[config.mk]
export PLATFORM = sky130hd
export DESIGN_NAME = ilist_step
export DESIGN_NICKNAME = d
export VERILOG_FILES = /design/src/hw/rtl/ilist_step.sv
export SDC_FILE = /design/constraint.sdc
export NUM_CORES = 1
export LEC_CHECK = 0
export ABC_AREA = 1
export BUFFER_PORTS_ARGS = -buffer_cell sky130_fd_sc_hd__buf_2
export CORE_MARGIN = 1
export CORE_UTILIZATION = 26
export DETAILED_ROUTE_END_ITERATION = 6
export MAX_ROUTING_LAYER = met4
export PLACE_DENSITY_LB_ADDON = 0.05
export SLEW_MARGIN = 30
export SYNTH_ARGS = -nofsm -noshare
export SYNTH_HDL_FRONTEND = slang
export SYNTH_SLANG_ARGS = --single-unit
[constraint.sdc]
create_clock -name vclk -period 3.6
set_clock_uncertainty 0.05 [all_clocks]
set_input_delay 0.72 -clock vclk [all_inputs]
set_output_delay 0.72 -clock vclk [all_outputs]
set_load 0.05 [all_outputs]
[src/hw/rtl/ilist_step.sv]
// Shared increment/decrement unit for pointers and the element count.
module ilist_step #(
	parameter int W = 9
) (
	input  logic [W-1:0] a,
	input  logic         dec,
	output logic [W-1:0] res
);

	assign res = dec ? (a - W'(1)) : (a + W'(1));

endmodule

==> impl_metrics.json <==
{
  "status": "finished, final reports clean",
  "fin_nets": 110,
  "p_leak_nw": 0.339,
  "grt_pass1_vias": 361,
  "placed_area_um2": 522,
  "die_area_um2": 1730,
  "grt_first_pass_wirelength_um": 1330,
  "yosysTopAreaCell": "nand2_1",
  "hp-class": "in2out",
  "num_rows": 13,
  "ys_types": 13,
  "tns_ns": 0,
  "slew_headroom_pct": 83.8,
  "syn2layout_area_growth_pct": 27.9,
  "yosysTopAreaCellShare_pct": 26.7,
  "firstDrtPassIters": 2,
  "drc": 0,
  "syn_nets": 89,
  "ys_seq_area_share_pct": 0,
  "ctsHoldBuffers": 0,
  "rsz0062_at_grt": "no",
  "antenna_found_initial": 0,
  "hold_depth": 3,
  "initialDrtViolationCount": 5,
  "start_util_pct": 29.5,
  "nFillCells": 156,
  "finalWirelength_um": 797,
  "post_cts_buffers": 0,
  "critPathMaxFanout": 9,
  "die_w_um": 41.6,
  "hold_viol": 0,
  "crit_chain": "buf_2 -> ha_1 -> or2_1 -> nand3_1 -> nand3_1 -> nand2_1 -> buf_2",
  "min-delay-start": "a[0]",
  "hpwl_um": 742,
  "ant_nets": 0,
  "crit_type": "in2out",
  "max_cap_viol_count": 0,
  "wire_per_inst_um": 7.59,
  "die_h_um": 41.6,
  "cp-start-kind": "input pin",
  "cts_resized": 0,
  "seq_cells": 0,
  "maxSlewViolCount": 0,
  "synth_area_per_cell_um2": 5.74,
  "crit_buf_inv": 2,
  "ios": 19,
  "final_cell_mix": "nand2_1 (29), buf_2 (19), inv_1 (13)",
  "max_stage_delay_ns": 0.31,
  "endpoint_kind": "primary output",
  "worst_slew_pin_slew_ns": 0.243,
  "total_power_mw": 0.148,
  "syn_area_um2": 408,
  "final_design_area_no_fill_um2": 522,
  "critPathRequiredTime_ns": 2.83,
  "min_delay_worst_endpoint": "res[0]",
  "nClkBuffers": 0,
  "multi_input_area_um2": 359,
  "diodes": 0,
  "grt_max_degree": 10,
  "grtUsageTotal_pct": 9.11,
  "portBuffers": 19,
  "powerDensity_nw_per_um2": 283,
  "synth_cells": 71,
  "layout-drive-gt1-share_pct": 23.3,
  "vias_per_cell": 4.26,
  "arrival_ns": 2.03,
  "fmax_mhz": 357,
  "slowest_stage": "ha_1",
  "vdd_drop_max_v": 0.0000967,
  "finalCritPeriodShare_pct": 77.9,
  "fin_crit_ns": 2.80,
  "setup-violations-final": 0,
  "dr_total_vias": 447,
  "final_common_cell": "nand2_1",
  "grt_overflow_total": 0,
  "cp-startpoint": "dec",
  "synth_area_leaders": "nand2_1 (27%), ha_1 (21%), inv_1 (12%), nand3_1 (7.4%), xnor2_4 (6.7%)",
  "regArea_um2": 0,
  "place_congestion": 0.688,
  "core_um2": 1380,
  "critPathTopFamily": "simple AND/OR/NAND/NOR gates",
  "ys_warn_count": 0
}
[worst min-delay path, delay by kind of cell]
family	cells	cell delay, ns
buffers and inverters	3	0.35
[synthesized netlist by cell type]
library cell	n
nand3b_1	2
a21oi_1	2
nand2_2	1
xor2_1	1
nand2_1	29
inv_1	13
xnor2_4	1
xnor2_1	2
or2_1	2
fa_1	1
ha_1	7
nor2_1	4
nand3_1	6
[cells by family after synthesis]
group,Yosys count,share of synthesized area [%]
and+or+nand+nor,44,46.0
buffers and inverters,13,12.0
AOI/OAI and AO/OA,2,2.45
xor gates and xnor gates,4,13.2
adders and majority gates,8,26.4
[final cells by class]
type | count | area share, %
multi-input cells | 58 | 68.8
repair buffers | 19 | 18.2
inverters | 13 | 9.35
well taps | 15 | 3.60
[worst max-delay path by stage]
stage | end | slack, ns | depth (start not counted)
after floorplan | res[4] | 0.79 | 4
after global placement | res[7] | 0.79 | 7
after detailed placement | res[7] | 0.78 | 7
after CTS | res[7] | 0.78 | 7
after global routing | res[8] | 0.63 | 9
final | res[7] | 0.80 | 7
[metal layers]
metal | wire (um) | track usage, % | vias to the layer above | share of wire (%)
met5 | 0 | - | - | 0
met4 | 0 | 0 | 0 | 0
met3 | 33 | 0.435 | 0 | 4.1
met1 | 398 | 11.3 | 176 | 50
met2 | 364 | 17.2 | 13 | 46
li1 | - | - | 258 | -
[power breakdown]
part | switching [mW] | internal (mW)
sequential | 0 | 0
clock | 0 | 0
combinational | 0.105 | 0.0424
[metrics by stage]
step / instances / util [%] / setup slack [ns] / hold slack (ns)
after floorplan: 71 / - / 0.792 / 1.57
after global placement: 105 / 37.7 / 0.791 / 1.74
after detailed placement: 105 / 37.7 / 0.779 / 1.74
after CTS: 105 / 37.7 / 0.778 / 1.74
after global routing: 105 / 37.7 / 0.630 / 1.75
final: 105 / 37.7 / 0.796 / 1.74
No activity file was read; power rests on OpenSTA's default activity.
